**src/hdl/mcg_pkg.sv**
```systemverilog
package mcg_pkg;

    localparam int MONTH_W    = 4;
    localparam int YEAR_W     = 14;
    localparam int DAY_W      = 5;
    localparam int KIND_W     = 2;
    localparam int MASK_W     = 7;
    localparam int WDAY_W     = 3;
    localparam int CFG_IDX_W  = 2;
    localparam int CFG_DATA_W = 14;

    localparam int GRID_CELLS = 42;
    localparam int WEEK       = 7;
    localparam int MONTHS     = 12;
    localparam int YEAR_MIN   = 1602;
    localparam int YEAR_MAX   = 9998;

    localparam int TODAY_DAY_RST   = 1;
    localparam int TODAY_MONTH_RST = 1;
    localparam int TODAY_YEAR_RST  = 2000;
    localparam int FREE_MASK_RST   = 96;

    // Division by 25 through a reciprocal, exact for dividends below 2^12.
    localparam int RECIP25    = 2622;
    localparam int RECIP25_SH = 16;
    localparam int P25_W      = YEAR_W - 2 + 12;
    localparam int Q25_W      = P25_W - RECIP25_SH;

    // Division by 7 through a reciprocal, exact for the weekday sum range.
    localparam int SUM_W      = 15;
    localparam int RECIP7     = 37450;
    localparam int RECIP7_SH  = 18;
    localparam int P7_W       = SUM_W + 16;
    localparam int Q7_W       = P7_W - RECIP7_SH;

    typedef enum logic [CFG_IDX_W-1:0] {
        CFG_TODAY_DAY   = 2'd0,
        CFG_TODAY_MONTH = 2'd1,
        CFG_TODAY_YEAR  = 2'd2,
        CFG_FREE_MASK   = 2'd3
    } t_cfg_idx;

    typedef enum logic [KIND_W-1:0] {
        KIND_OTHER = 2'd0,
        KIND_SHOWN = 2'd1,
        KIND_TODAY = 2'd2
    } t_kind;

    typedef struct packed {
        logic [DAY_W-1:0]   day;
        logic [MONTH_W-1:0] month;
        logic [YEAR_W-1:0]  year;
        logic [MASK_W-1:0]  free_mask;
    } t_today;

    typedef struct packed {
        logic [MONTH_W-1:0] month;
        logic [YEAR_W-1:0]  year;
        logic [MONTH_W-1:0] prev_month;
        logic [YEAR_W-1:0]  prev_year;
        logic [MONTH_W-1:0] next_month;
        logic [YEAR_W-1:0]  next_year;
        logic [WDAY_W-1:0]  first;
        logic [DAY_W-1:0]   cur_len;
        logic [DAY_W-1:0]   prev_day;
    } t_desc;

    function automatic logic [DAY_W-1:0] days_in(input logic [MONTH_W-1:0] month,
                                                 input logic leap);
        logic [DAY_W-1:0] len;
        unique case (month)
            4'd2:                      len = leap ? 5'd29 : 5'd28;
            4'd4, 4'd6, 4'd9, 4'd11:   len = 5'd30;
            default:                   len = 5'd31;
        endcase
        return len;
    endfunction

    // Month offsets of the weekday congruence, indexed by month 1 to 12.
    function automatic logic [WDAY_W-1:0] month_offset(input logic [MONTH_W-1:0] month);
        logic [WDAY_W-1:0] ofs;
        unique case (month)
            4'd2:           ofs = 3'd3;
            4'd3:           ofs = 3'd2;
            4'd4:           ofs = 3'd5;
            4'd6:           ofs = 3'd3;
            4'd7:           ofs = 3'd5;
            4'd8:           ofs = 3'd1;
            4'd9:           ofs = 3'd4;
            4'd10:          ofs = 3'd6;
            4'd11:          ofs = 3'd2;
            4'd12:          ofs = 3'd4;
            default:        ofs = 3'd0;
        endcase
        return ofs;
    endfunction

endpackage

```
**src/hdl/mcg_if.sv**
```systemverilog
interface mcg_req_if;
    import mcg_pkg::*;
    logic               valid;
    logic               ready;
    logic [MONTH_W-1:0] show_month;
    logic [YEAR_W-1:0]  show_year;

    modport source(output valid, show_month, show_year, input ready);
    modport sink(input valid, show_month, show_year, output ready);
endinterface

interface mcg_cell_if;
    import mcg_pkg::*;
    logic               valid;
    logic               ready;
    logic [DAY_W-1:0]   cell_day;
    logic [MONTH_W-1:0] cell_month;
    logic [YEAR_W-1:0]  cell_year;
    logic [KIND_W-1:0]  cell_kind;
    logic               cell_free;
    logic               cell_last;

    modport source(output valid, cell_day, cell_month, cell_year, cell_kind, cell_free,
                   cell_last, input ready);
    modport sink(input valid, cell_day, cell_month, cell_year, cell_kind, cell_free,
                 cell_last, output ready);
endinterface

interface mcg_cfg_if;
    import mcg_pkg::*;
    logic                  valid;
    logic                  ready;
    logic [CFG_IDX_W-1:0]  index;
    logic [CFG_DATA_W-1:0] data;

    modport source(output valid, index, data, input ready);
    modport sink(input valid, index, data, output ready);
endinterface

```
**src/hdl/mcg_cfg.sv**
```systemverilog
module mcg_cfg (
    input  logic            i_clk,
    input  logic            i_rst_n,
    mcg_cfg_if.sink         i_cfg,
    output mcg_pkg::t_today o_today
);
    import mcg_pkg::*;

    t_today r_today;
    t_cfg_idx w_idx;

    assign i_cfg.ready = 1'b1;
    assign w_idx = t_cfg_idx'(i_cfg.index);
    assign o_today = r_today;

    always_ff @(posedge i_clk) begin
        if (!i_rst_n) begin
            r_today.day       <= DAY_W'(TODAY_DAY_RST);
            r_today.month     <= MONTH_W'(TODAY_MONTH_RST);
            r_today.year      <= YEAR_W'(TODAY_YEAR_RST);
            r_today.free_mask <= MASK_W'(FREE_MASK_RST);
        end else if (i_cfg.valid) begin
            unique case (w_idx)
                CFG_TODAY_DAY:   r_today.day       <= i_cfg.data[DAY_W-1:0];
                CFG_TODAY_MONTH: r_today.month     <= i_cfg.data[MONTH_W-1:0];
                CFG_TODAY_YEAR:  r_today.year      <= i_cfg.data[YEAR_W-1:0];
                CFG_FREE_MASK:   r_today.free_mask <= i_cfg.data[MASK_W-1:0];
            endcase
        end
    end

endmodule

```
**src/hdl/mcg_front.sv**
```systemverilog
module mcg_front (
    input  logic           i_clk,
    input  logic           i_rst_n,
    mcg_req_if.sink        i_req,
    output logic           o_desc_valid,
    output mcg_pkg::t_desc o_desc,
    input  logic           i_desc_take
);
    import mcg_pkg::*;

    localparam int NSTG = 5;

    logic [NSTG:1] r_v;
    logic [NSTG+1:1] w_en;

    always_comb begin
        w_en[NSTG+1] = i_desc_take;
        for (int k = NSTG; k >= 1; k--) begin
            w_en[k] = !r_v[k] || w_en[k+1];
        end
    end

    assign i_req.ready = w_en[1];

    always_ff @(posedge i_clk) begin
        if (!i_rst_n) begin
            r_v <= '0;
        end else begin
            if (w_en[1]) r_v[1] <= i_req.valid;
            for (int k = 2; k <= NSTG; k++) begin
                if (w_en[k]) r_v[k] <= r_v[k-1];
            end
        end
    end

    // Stage 1: clamp the request, neighbor months, year used for the weekday sum.
    logic [MONTH_W-1:0] n1_m, n1_pm, n1_nm;
    logic [YEAR_W-1:0]  n1_y, n1_py, n1_ny, n1_yy;
    logic [MONTH_W-1:0] r1_m, r1_pm, r1_nm;
    logic [YEAR_W-1:0]  r1_y, r1_py, r1_ny, r1_yy;

    always_comb begin
        if (i_req.show_month == '0) begin
            n1_m = MONTH_W'(1);
        end else if (i_req.show_month > MONTH_W'(MONTHS)) begin
            n1_m = MONTH_W'(MONTHS);
        end else begin
            n1_m = i_req.show_month;
        end
        if (i_req.show_year < YEAR_W'(YEAR_MIN)) begin
            n1_y = YEAR_W'(YEAR_MIN);
        end else if (i_req.show_year > YEAR_W'(YEAR_MAX)) begin
            n1_y = YEAR_W'(YEAR_MAX);
        end else begin
            n1_y = i_req.show_year;
        end
        n1_pm = (n1_m == MONTH_W'(1)) ? MONTH_W'(MONTHS) : n1_m - MONTH_W'(1);
        n1_py = (n1_m == MONTH_W'(1)) ? n1_y - YEAR_W'(1) : n1_y;
        n1_nm = (n1_m == MONTH_W'(MONTHS)) ? MONTH_W'(1) : n1_m + MONTH_W'(1);
        n1_ny = (n1_m == MONTH_W'(MONTHS)) ? n1_y + YEAR_W'(1) : n1_y;
        n1_yy = (n1_m < MONTH_W'(3)) ? n1_y - YEAR_W'(1) : n1_y;
    end

    always_ff @(posedge i_clk) begin
        if (w_en[1]) begin
            r1_m <= n1_m; r1_pm <= n1_pm; r1_nm <= n1_nm;
            r1_y <= n1_y; r1_py <= n1_py; r1_ny <= n1_ny; r1_yy <= n1_yy;
        end
    end

    // Stage 2: centuries of both years through the reciprocal of 25.
    logic [P25_W-1:0]   n2_pa, n2_pc;
    logic [Q25_W-1:0]   r2_qa, r2_qc;
    logic [MONTH_W-1:0] r2_m, r2_pm, r2_nm;
    logic [YEAR_W-1:0]  r2_y, r2_py, r2_ny, r2_yy;

    assign n2_pa = P25_W'(r1_yy[YEAR_W-1:2]) * P25_W'(RECIP25);
    assign n2_pc = P25_W'(r1_y[YEAR_W-1:2]) * P25_W'(RECIP25);

    always_ff @(posedge i_clk) begin
        if (w_en[2]) begin
            r2_qa <= n2_pa[P25_W-1:RECIP25_SH];
            r2_qc <= n2_pc[P25_W-1:RECIP25_SH];
            r2_m <= r1_m; r2_pm <= r1_pm; r2_nm <= r1_nm;
            r2_y <= r1_y; r2_py <= r1_py; r2_ny <= r1_ny; r2_yy <= r1_yy;
        end
    end

    // Stage 3: weekday sum and the leap year flag of the shown year.
    logic [SUM_W-1:0]    n3_s;
    logic [YEAR_W-3:0]   n3_c25;
    logic                n3_leap;
    logic [SUM_W-1:0]    r3_s;
    logic                r3_leap;
    logic [MONTH_W-1:0]  r3_m, r3_pm, r3_nm;
    logic [YEAR_W-1:0]   r3_y, r3_py, r3_ny;

    always_comb begin
        n3_s = SUM_W'(r2_yy) + SUM_W'(r2_yy[YEAR_W-1:2]) - SUM_W'(r2_qa)
             + SUM_W'(r2_qa[Q25_W-1:2]) + SUM_W'(month_offset(r2_m)) + SUM_W'(1);
        n3_c25 = (YEAR_W-2)'({r2_qc, 4'b0}) + (YEAR_W-2)'({r2_qc, 3'b0})
               + (YEAR_W-2)'(r2_qc);
        n3_leap = (r2_y[1:0] == 2'b00)
               && ((r2_y[YEAR_W-1:2] != n3_c25) || (r2_qc[1:0] == 2'b00));
    end

    always_ff @(posedge i_clk) begin
        if (w_en[3]) begin
            r3_s <= n3_s; r3_leap <= n3_leap;
            r3_m <= r2_m; r3_pm <= r2_pm; r3_nm <= r2_nm;
            r3_y <= r2_y; r3_py <= r2_py; r3_ny <= r2_ny;
        end
    end

    // Stage 4: quotient of the sum by 7.
    logic [P7_W-1:0]    n4_p;
    logic [Q7_W-1:0]    r4_q;
    logic [SUM_W-1:0]   r4_s;
    logic               r4_leap;
    logic [MONTH_W-1:0] r4_m, r4_pm, r4_nm;
    logic [YEAR_W-1:0]  r4_y, r4_py, r4_ny;

    assign n4_p = P7_W'(r3_s) * P7_W'(RECIP7);

    always_ff @(posedge i_clk) begin
        if (w_en[4]) begin
            r4_q <= n4_p[P7_W-1:RECIP7_SH];
            r4_s <= r3_s; r4_leap <= r3_leap;
            r4_m <= r3_m; r4_pm <= r3_pm; r4_nm <= r3_nm;
            r4_y <= r3_y; r4_py <= r3_py; r4_ny <= r3_ny;
        end
    end

    // Stage 5: Monday-based weekday of the first and the month lengths.
    logic [SUM_W-1:0]  n5_rem;
    logic [WDAY_W-1:0] n5_sun, n5_first;
    logic [DAY_W-1:0]  n5_prev_len;
    t_desc             n5_desc, r5_desc;

    always_comb begin
        n5_rem = r4_s - (SUM_W'({r4_q, 3'b0}) - SUM_W'(r4_q));
        n5_sun = n5_rem[WDAY_W-1:0];
        n5_first = (n5_sun == '0) ? WDAY_W'(WEEK - 1) : n5_sun - WDAY_W'(1);
        n5_prev_len = days_in(r4_pm, r4_leap);
        n5_desc.month      = r4_m;
        n5_desc.year       = r4_y;
        n5_desc.prev_month = r4_pm;
        n5_desc.prev_year  = r4_py;
        n5_desc.next_month = r4_nm;
        n5_desc.next_year  = r4_ny;
        n5_desc.first      = n5_first;
        n5_desc.cur_len    = days_in(r4_m, r4_leap);
        n5_desc.prev_day   = n5_prev_len - DAY_W'(n5_first) + DAY_W'(1);
    end

    always_ff @(posedge i_clk) begin
        if (w_en[5]) r5_desc <= n5_desc;
    end

    assign o_desc_valid = r_v[NSTG];
    assign o_desc = r5_desc;

endmodule

```
**src/hdl/mcg_gen.sv**
```systemverilog
module mcg_gen #(
    parameter int GRID_CELLS = mcg_pkg::GRID_CELLS
) (
    input  logic            i_clk,
    input  logic            i_rst_n,
    input  logic            i_desc_valid,
    input  mcg_pkg::t_desc  i_desc,
    output logic            o_desc_take,
    input  mcg_pkg::t_today i_today,
    mcg_cell_if.source      o_cell
);
    import mcg_pkg::*;

    localparam int IW = $clog2(GRID_CELLS);
    localparam int CW = IW + 1;
    localparam logic [IW-1:0] LAST = IW'(GRID_CELLS - 1);

    logic               r_busy;
    logic [IW-1:0]      r_idx;
    logic [WDAY_W-1:0]  r_col;
    t_desc              r_desc;

    logic               r_ovld;
    logic [DAY_W-1:0]   r_day;
    logic [MONTH_W-1:0] r_month;
    logic [YEAR_W-1:0]  r_year;
    t_kind              r_kind;
    logic               r_free;
    logic               r_last;

    logic               w_step, w_end;
    logic [CW-1:0]      w_idx, w_first, w_bound, w_day;
    logic [DAY_W-1:0]   n_day;
    logic [MONTH_W-1:0] n_month;
    logic [YEAR_W-1:0]  n_year;
    t_kind              n_kind;

    // A cell moves to the output word whenever that word is empty or being taken.
    assign w_step = r_busy && (!r_ovld || o_cell.ready);
    assign w_end = w_step && (r_idx == LAST);
    assign o_desc_take = !r_busy || w_end;

    always_comb begin
        w_idx   = CW'(r_idx);
        w_first = CW'(r_desc.first);
        w_bound = w_first + CW'(r_desc.cur_len);
        if (w_idx < w_first) begin
            w_day   = CW'(r_desc.prev_day) + w_idx;
            n_month = r_desc.prev_month;
            n_year  = r_desc.prev_year;
            n_kind  = KIND_OTHER;
        end else if (w_idx < w_bound) begin
            w_day   = w_idx - w_first + CW'(1);
            n_month = r_desc.month;
            n_year  = r_desc.year;
            n_kind  = KIND_SHOWN;
        end else begin
            w_day   = w_idx - w_bound + CW'(1);
            n_month = r_desc.next_month;
            n_year  = r_desc.next_year;
            n_kind  = KIND_OTHER;
        end
        n_day = w_day[DAY_W-1:0];
        if (n_kind == KIND_SHOWN && n_day == i_today.day
            && n_month == i_today.month && n_year == i_today.year) begin
            n_kind = KIND_TODAY;
        end
    end

    always_ff @(posedge i_clk) begin
        if (!i_rst_n) begin
            r_busy <= 1'b0;
            r_idx  <= '0;
            r_col  <= '0;
            r_ovld <= 1'b0;
        end else begin
            if (o_desc_take && i_desc_valid) begin
                r_busy <= 1'b1;
                r_idx  <= '0;
                r_col  <= '0;
            end else if (w_end) begin
                r_busy <= 1'b0;
            end else if (w_step) begin
                r_idx <= r_idx + IW'(1);
                r_col <= (r_col == WDAY_W'(WEEK - 1)) ? '0 : r_col + WDAY_W'(1);
            end
            if (w_step) begin
                r_ovld <= 1'b1;
            end else if (o_cell.ready) begin
                r_ovld <= 1'b0;
            end
        end
    end

    always_ff @(posedge i_clk) begin
        if (o_desc_take && i_desc_valid) r_desc <= i_desc;
        if (w_step) begin
            r_day   <= n_day;
            r_month <= n_month;
            r_year  <= n_year;
            r_kind  <= n_kind;
            r_free  <= i_today.free_mask[r_col];
            r_last  <= (r_idx == LAST);
        end
    end

    assign o_cell.valid      = r_ovld;
    assign o_cell.cell_day   = r_day;
    assign o_cell.cell_month = r_month;
    assign o_cell.cell_year  = r_year;
    assign o_cell.cell_kind  = r_kind;
    assign o_cell.cell_free  = r_free;
    assign o_cell.cell_last  = r_last;

endmodule

```
**src/hdl/month_calendar_grid.sv**
```systemverilog
// Monday-first Gregorian month grid. Each request word (show_month, show_year) yields 42 cell
// words in row order, seven per week row, holding the trailing days of the previous month,
// every day of the shown month and the leading days of the next one; out-of-range months and
// years are clamped to 1..12 and 1602..9998. A cell of the shown month that matches the
// configured today date has kind 2, and cell_free copies the mask bit of the cell's column.
// The weekday of the first is worked out in a five-stage pipeline, followed by the sequencer's
// descriptor register and the output register that holds the cell word. The cell sequencer
// then delivers one cell per cycle while the output is ready, and the next request can wait
// fully computed so its cells follow with no gap. Write the configuration registers only
// while no request is in flight.
module month_calendar_grid #(
    parameter int GRID_CELLS = mcg_pkg::GRID_CELLS
) (
    input  logic       i_clk,
    input  logic       i_rst_n,
    mcg_cfg_if.sink    i_cfg,
    mcg_req_if.sink    i_req,
    mcg_cell_if.source o_cell
);
    import mcg_pkg::*;

    t_today w_today;
    t_desc  w_desc;
    logic   w_desc_valid;
    logic   w_desc_take;

    mcg_cfg u_cfg (
        .i_clk   (i_clk),
        .i_rst_n (i_rst_n),
        .i_cfg   (i_cfg),
        .o_today (w_today)
    );

    mcg_front u_front (
        .i_clk        (i_clk),
        .i_rst_n      (i_rst_n),
        .i_req        (i_req),
        .o_desc_valid (w_desc_valid),
        .o_desc       (w_desc),
        .i_desc_take  (w_desc_take)
    );

    mcg_gen #(
        .GRID_CELLS (GRID_CELLS)
    ) u_gen (
        .i_clk        (i_clk),
        .i_rst_n      (i_rst_n),
        .i_desc_valid (w_desc_valid),
        .i_desc       (w_desc),
        .o_desc_take  (w_desc_take),
        .i_today      (w_today),
        .o_cell       (o_cell)
    );

endmodule

```
**src/flat_wrapper.sv**
```systemverilog
// flat-port wrapper written by rule: the top's interface ports become plain ports
module month_calendar_grid_flat import mcg_pkg::*;
#(
    parameter int GRID_CELLS = mcg_pkg::GRID_CELLS
)
  (i_clk, i_rst_n, i_cfg_valid, i_cfg_index, i_cfg_data, i_cfg_ready, i_req_valid, i_req_show_month, i_req_show_year, i_req_ready, o_cell_valid, o_cell_cell_day, o_cell_cell_month, o_cell_cell_year, o_cell_cell_kind, o_cell_cell_free, o_cell_cell_last, o_cell_ready);
  mcg_cfg_if i_cfg_i ();
  mcg_req_if i_req_i ();
  mcg_cell_if o_cell_i ();
  input  logic i_clk;
  input  logic i_rst_n;
  input wire logic [$bits(i_cfg_i.valid)-1:0] i_cfg_valid;
  input wire logic [$bits(i_cfg_i.index)-1:0] i_cfg_index;
  input wire logic [$bits(i_cfg_i.data)-1:0] i_cfg_data;
  output wire logic [$bits(i_cfg_i.ready)-1:0] i_cfg_ready;
  input wire logic [$bits(i_req_i.valid)-1:0] i_req_valid;
  input wire logic [$bits(i_req_i.show_month)-1:0] i_req_show_month;
  input wire logic [$bits(i_req_i.show_year)-1:0] i_req_show_year;
  output wire logic [$bits(i_req_i.ready)-1:0] i_req_ready;
  output wire logic [$bits(o_cell_i.valid)-1:0] o_cell_valid;
  output wire logic [$bits(o_cell_i.cell_day)-1:0] o_cell_cell_day;
  output wire logic [$bits(o_cell_i.cell_month)-1:0] o_cell_cell_month;
  output wire logic [$bits(o_cell_i.cell_year)-1:0] o_cell_cell_year;
  output wire logic [$bits(o_cell_i.cell_kind)-1:0] o_cell_cell_kind;
  output wire logic [$bits(o_cell_i.cell_free)-1:0] o_cell_cell_free;
  output wire logic [$bits(o_cell_i.cell_last)-1:0] o_cell_cell_last;
  input wire logic [$bits(o_cell_i.ready)-1:0] o_cell_ready;
  assign i_cfg_i.valid = i_cfg_valid;
  assign i_cfg_i.index = i_cfg_index;
  assign i_cfg_i.data = i_cfg_data;
  assign i_cfg_ready = i_cfg_i.ready;
  assign i_req_i.valid = i_req_valid;
  assign i_req_i.show_month = i_req_show_month;
  assign i_req_i.show_year = i_req_show_year;
  assign i_req_ready = i_req_i.ready;
  assign o_cell_valid = o_cell_i.valid;
  assign o_cell_cell_day = o_cell_i.cell_day;
  assign o_cell_cell_month = o_cell_i.cell_month;
  assign o_cell_cell_year = o_cell_i.cell_year;
  assign o_cell_cell_kind = o_cell_i.cell_kind;
  assign o_cell_cell_free = o_cell_i.cell_free;
  assign o_cell_cell_last = o_cell_i.cell_last;
  assign o_cell_i.ready = o_cell_ready;
  month_calendar_grid #(.GRID_CELLS(GRID_CELLS)) u_core (.i_clk(i_clk), .i_rst_n(i_rst_n), .i_cfg(i_cfg_i), .i_req(i_req_i), .o_cell(o_cell_i));
endmodule
```
**config.mk**
```make
export PLATFORM = sky130hd
export DESIGN_NAME = month_calendar_grid_flat
export DESIGN_NICKNAME = d
export VERILOG_FILES = /design/src/hdl/mcg_pkg.sv /design/src/hdl/mcg_if.sv /design/src/hdl/mcg_cfg.sv /design/src/hdl/mcg_front.sv /design/src/hdl/mcg_gen.sv /design/src/hdl/month_calendar_grid.sv /design/src/flat_wrapper.sv
export SDC_FILE = /design/constraint.sdc
export NUM_CORES = 1
export LEC_CHECK = 0
export ABC_AREA = 1
export ABC_CLOCK_PERIOD_IN_PS = 7850
export BUFFER_PORTS_ARGS = -buffer_cell sky130_fd_sc_hd__buf_4
export CAP_MARGIN = 20
export CORE_MARGIN = 8
export CORE_UTILIZATION = 48
export CTS_CLUSTER_DIAMETER = 120
export CTS_CLUSTER_SIZE = 16
export DETAILED_ROUTE_END_ITERATION = 10
export MAX_ROUTING_LAYER = met4
export PLACE_DENSITY = 0.61
export SLEW_MARGIN = 20
export SYNTH_ARGS = -nofsm -noshare
export SYNTH_HDL_FRONTEND = slang
export SYNTH_SLANG_ARGS = --single-unit
```
**constraint.sdc**
```tcl
create_clock -name i_clk -period 7.85 [get_ports i_clk]
set_input_delay 1.57 -clock i_clk [delete_from_list [all_inputs] [get_ports i_clk]]
set_output_delay 1.57 -clock i_clk [all_outputs]
set_load 0.1 [all_outputs]
```
==> flow_summary.ini, run 1 <==
[sta]
setup_viol = 0
worst_slew_pin_slew_ps = 1067
finalHoldViolCount = 0
min_period_ps = 5114
drv_slew = 0
relSlewSlack = 0.2885
rsz0062_at_grt = false
finClkSkew_ps = 31.09
fin_ws_ps = 2736
setup_tns_ps = 0
max_freq_mhz = 195.6
fin_crit_sh = 0.6514

[synthesis]
synth.top_cell.area_share = 0.4600
synth_top_area_cell = edfxtp_1
syn_inst = 2594
postSynthNetCount = 3107
ys_ff_latch = 487
yosysUniqueCellTypes = 49
synth_area_mm2 = 0.02859
yosys-top-cells-area = edfxtp_1 (46%), ha_1 (15%), fa_1 (9.9%)
synthFlopType = edfxtp_1
yosysSeqAreaShare = 0.4944
synth_common_cells = inv_1 (533), edfxtp_1 (438), nand2_1 (392), ha_1 (332), nand3_1 (149)
ys_warn_count = 0
avgSynthCellArea_um2 = 11.02
synth_most_common_cell = inv_1
synth_edf_count = 438
async_flop_share = 0

[clocking]
clk_pin_slew_ps = 60
clk_path_buf_depth = 3
clk-insertion-delay-late_ps = 560
cts_made_buffers = 36
cts-htree-levels = 2
hold_buffers = 0
clock-sinks = 487
ctsResizeCount = 0
postCtsSetupRepairBufs = 0
root_buffer = clkbuf_16
cts_tree = built

[final_layout]
diodes = 0
fin_area_mm2 = 0.03107
n_fill_cell = 5157
syn_to_final_growth_pct = 8.687
nets = 3194
drive_above_1_share = 0.06292

[global_route]
antenna_found_initial = 0
grt_max_degree = 86
grt.total_usage = 0.1699
grt_pass1_vias = 17910
overflow = 0
grt_pass1_wl_mm = 90.62

[worst_setup_path]
cp.required_ps = 6280
cp_num_buf_inv = 6
slowest_delay_ps = 570
cp.arrival_ps = 3540
critPathSlowestCell = buf_4
cp_top_family = buffers and inverters
path_max_fanout = 63
cp-start-kind = input port
crit_path_end_kind = output port
critPathKind = in2out
crit_chain = buf_4, inv_1, nand2_1, nand2_1, nand2_1, inv_1, nand3_2, buf_4, nor2_2, nand2_4, inv_1, nand2_2, buf_4

[placement]
place_congestion = 0.9004
portBuffers = 67
place_ws_ps = 2669
hpwl_mm = 43.63
placed_cell_area_mm2 = 0.03002

[route]
firstDrtPassIters = 7
via_per_inst = 4.959
wl_per_cell_um = 15.82
drc = 0
ant_nets = 0
wirelength_mm = 54.99
vias = 17230
drt_iter0_drc = 879

[floorplanning]
start_util = 0.4853
die_x_um = 260.1
dieArea_mm2 = 0.06763
io_pins = 69
rows = 89
die_h_um = 260.1
core_area_mm2 = 0.05891

[job]
drv_cap = 0

[run_status]
status = finished, final reports clean

[worst_hold_path]
hold_path.class = reg2reg
cell usage in the layout (no fill, tap or decap), types with 19 or more instances in the layout:
master / count
a21oi_1: 104
buf_4: 78
clkbuf_16: 36
dfxtp_1: 49
edfxtp_1: 438
fa_1: 142
ha_1: 332
inv_1: 532
nand2_1: 390
nand3_1: 149
nand3b_1: 20
nand4_1: 29
nor2_1: 107
nor3_1: 20
o21ai_0: 82
xnor2_1: 19
xor2_1: 53
metal layers:
metal  wire, um  vias to the layer above  global-route usage  part of all wire
li1           -                     8735                   -                 -
met1      24750                     8193              0.2116              0.45
met2      26930                      220              0.2895              0.49
met3       1799                       86             0.02268             0.033
met4       1510                        0             0.04774             0.027
met5          0                        -                   -                 0
stage by stage:
stage,hold WS [ps],util,cells
2_1_floorplan,400.3,-,2594
3_3_place_gp,402.6,0.5097,3415
3_5_place_dp,404.5,0.5097,3415
4_1_cts,391.3,0.5272,3474
5_1_grt,400.4,0.5275,3475
6_report,388.3,0.5275,3475
state kept, by name (all words and copies together) (netlist names), 15 cells and up, named ones only:
| register | flops |
|---|---|
| u_core.u_gen.r_desc | 64 |
| u_core.u_front.r3_s | 15 |
| u_core.u_cfg.o_today | 30 |
| u_core.u_front.o_desc | 64 |
final timing paths:
check	startpoint	to	slack, ps	depth (start not counted)
worst max register to register	u_core.u_front.r1_y[11]$_DFFE_PP_	u_core.u_front.r2_qc[6]$_DFFE_PN_	3010	16
worst min register to register	u_core.u_front.r3_ny[13]$_DFFE_PP_	u_core.u_front.r4_ny[13]$_DFFE_PP_	390	0
worst min-delay path	u_core.u_front.r3_ny[13]$_DFFE_PP_	u_core.u_front.r4_ny[13]$_DFFE_PP_	390	0
worst max-delay path	o_cell_ready	i_req_ready	2740	13
area by class of cell:
cell class | instances | area [um^2] | area share
Timing Repair Buffer | 79 | 600.6 | 0.01933
Multi-Input combinational cell | 1538 | 12310 | 0.3963
Clock inverter | 4 | 53.80 | 0.001731
Clock buffer | 55 | 982.2 | 0.03161
Tap cell | 773 | 967.2 | 0.03113
Inverter | 539 | 2023 | 0.06511
Sequential cell | 487 | 14130 | 0.4548
kinds of logic (layout without fill, tap and decap cells):
family / Yosys count / after routing / synth area share
and+or+nand+nor: 762 / 762 / 0.1195
other: 1 / 1 / 0.0001312
xor gates and xnor gates: 72 / 72 / 0.02206
AOI/OAI and AO/OA: 229 / 229 / 0.04368
adders and majority gates: 474 / 474 / 0.2447
DFF: 487 / 487 / 0.4944
buffers and inverters: 569 / 677 / 0.07558
worst reg2reg max path: stages (launching register included):
cell      delay, ps
edfxtp_1        590
fa_1            570
ha_1            300
inv_1            40
fa_1            470
inv_1            50
fa_1            540
inv_1            60
fa_1            530
inv_1            40
ha_1            310
nand2_1         110
nor4_1          270
nand3_1         120
o211ai_1        310
a21oi_1         130
xor2_1          160
Power of run 1 is not shown: default switching activity piles up to over one toggle a cycle in this logic, so the estimate is an artifact.
==> inputs of run 2 (changes only) <==
--- a/config.mk
+++ b/config.mk
@@ -6,7 +6,7 @@
 export NUM_CORES = 1
 export LEC_CHECK = 0
 export ABC_AREA = 1
-export ABC_CLOCK_PERIOD_IN_PS = 7850
+export ABC_CLOCK_PERIOD_IN_PS = 4650
 export BUFFER_PORTS_ARGS = -buffer_cell sky130_fd_sc_hd__buf_4
 export CAP_MARGIN = 20
 export CORE_MARGIN = 8
@@ -15,7 +15,7 @@
 export CTS_CLUSTER_SIZE = 16
 export DETAILED_ROUTE_END_ITERATION = 10
 export MAX_ROUTING_LAYER = met4
-export PLACE_DENSITY = 0.61
+export PLACE_DENSITY = 0.63
 export SLEW_MARGIN = 20
 export SYNTH_ARGS = -nofsm -noshare
 export SYNTH_HDL_FRONTEND = slang
==> constraint.sdc (replaced) <==
create_clock -name i_clk -period 4.65 [get_ports i_clk]
set_input_delay 0.93 -clock i_clk [delete_from_list [all_inputs] [get_ports i_clk]]
set_output_delay 0.93 -clock i_clk [all_outputs]
set_load 0.1 [all_outputs]
==> flow_summary.ini, run 2 (synthesis results as in run 1) <==
[placement]
hpwl_mm = 44.87
place_congestion = 0.9153
portBuffers = 67
dp.cells = 3448

[worst_setup_path]
crit_chain = buf_6, buf_4, fa_1, ha_4, inv_1, fa_1, inv_1, fa_1, inv_1, fa_1, inv_1, ha_4, a21oi_2, o21ai_1, a21oi_1, nand2_2, nand2_2, nand2_2, nand2_1, nand2_2, nand2_2, nand2_1, nand2_1, nand2_1
slowest_delay_ps = 570
cp-start-kind = register
crit_path_end_kind = register
critPathKind = reg2reg
path_max_fanout = 3
cp_num_buf_inv = 6
cpMostUsedCell = nand2_2
cp.arrival_ps = 4830
critPathSlowestCell = fa_1
cp_top_family = adder cells
cp.required_ps = 4970

[floorplanning]
core_area_mm2 = 0.05891
dieArea_mm2 = 0.06763
die_h_um = 260.1
die_x_um = 260.1
start_util = 0.4853
rows = 89
io_pins = 69

[job]
drv_cap = 0

[clocking]
hold_buffers = 0
clk_pin_slew_ps = 80
cts-htree-levels = 2
clk-insertion-delay-late_ps = 570
cts_made_buffers = 36
cts_tree = built
clock-sinks = 487
root_buffer = clkbuf_16
clk_path_buf_depth = 3

[sta]
worst_slew_pin_slew_ps = 868.4
setup_viol = 0
finalHoldViolCount = 0
finClkSkew_ps = 23.52
drv_slew = 0
relSlewSlack = 0.4175
rsz0062_at_grt = true
min_period_ps = 4503
fin_crit_sh = 0.9683
max_freq_mhz = 222.1

[global_route]
grt_pass1_vias = 18250
grt_max_degree = 70
grt_pass1_wl_mm = 92.89
overflow = 0
grt.total_usage = 0.1737
antenna_found_initial = 1

[route]
wl_per_cell_um = 16.08
ant_nets = 0
via_per_inst = 5.017
wirelength_mm = 56.90
vias = 17750
drt_iter0_drc = 972
firstDrtPassIters = 5
drc = 0

[worst_hold_path]
hold_path.class = reg2reg

[final_layout]
fin_cells = 3538
syn_to_final_growth_pct = 11.14
nets = 3256
layout_common_cells = inv_1 (520), edfxtp_1 (438), nand2_1 (382), ha_1 (320), nand3_1 (149)
final_common_cell = inv_1
drive_above_1_share = 0.09913

[run_status]
status = finished, final reports clean
run 2: cell count changes in the layout (fill, tap and decap cells not counted), sizes merged:
cell,previous run,this run
clkbuf,55,54
diode,0,1
buf,79,141
clkinv,4,5
run 2: layout make-up:
cell class	instances	area [um^2]
inverter	539	2023
sequential	487	14130
timing repair buffer	141	1081
clock inverter	5	58.81
clock buffer	54	968.4
antenna	1	2.502
fill	5097	27130
tap	773	967.2
multi-input combinational	1538	12540
run 2: path summary, 6_finish.rpt:
kind,slack (ps),from,cells past startpoint,end
worst max-delay path,150,u_core.u_front.r1_yy[10]$_DFFE_PP_,24,u_core.u_front.r2_qa[6]$_DFFE_PN_
worst min-delay path,400,u_core.u_front.o_desc[14]$_DFFE_PP_,0,u_core.u_gen.r_desc[14]$_DFFE_PP_
worst max register to register,150,u_core.u_front.r1_yy[10]$_DFFE_PP_,24,u_core.u_front.r2_qa[6]$_DFFE_PN_
worst min register to register,400,u_core.u_front.o_desc[14]$_DFFE_PP_,0,u_core.u_gen.r_desc[14]$_DFFE_PP_
run 2: layer usage:
layer | global-route usage | wire length (um)
met5 | - | 0
met4 | 0.04820 | 1344
met3 | 0.01841 | 1812
met2 | 0.2960 | 28150
met1 | 0.2196 | 25600
run 2: what timing repair did:
action | 4_1_cts | 5_1_grt
buffers inserted | 7 | 22
pin swaps | 0 | 31
resized for setup | 1 | 51
endpoints found under the setup margin | 2 | 13
run 2: worst reg2reg max path, cell delays in order (launching register included):
cell,delay (ps)
edfxtp_1,470
buf_6,150
buf_4,130
fa_1,570
ha_4,130
inv_1,50
fa_1,480
inv_1,50
fa_1,480
inv_1,60
fa_1,530
inv_1,60
ha_4,160
a21oi_2,140
o21ai_1,80
a21oi_1,180
nand2_2,90
nand2_2,70
nand2_2,50
nand2_1,70
nand2_2,70
nand2_2,60
nand2_1,50
nand2_1,50
nand2_1,50
run 2: per-stage QoR:
stage / util / worst slack, ps / hold slack [ps] / setup TNS (ps) / cell area [um^2]
2_1_floorplan: - / 41.84 / 400.3 / 0 / 28610
3_3_place_gp: 0.5141 / 14.72 / 402.5 / 0 / 30280
3_5_place_dp: 0.5141 / -30.99 / 404.5 / -31.26 / 30280
4_1_cts: 0.5325 / 13.43 / 400.1 / 0 / 31370
5_1_grt: 0.5394 / -31.21 / 415.8 / -56.72 / 31780
6_report: 0.5394 / 147.4 / 403.2 / 0 / 31780
Power of run 2 is left out for the same reason.
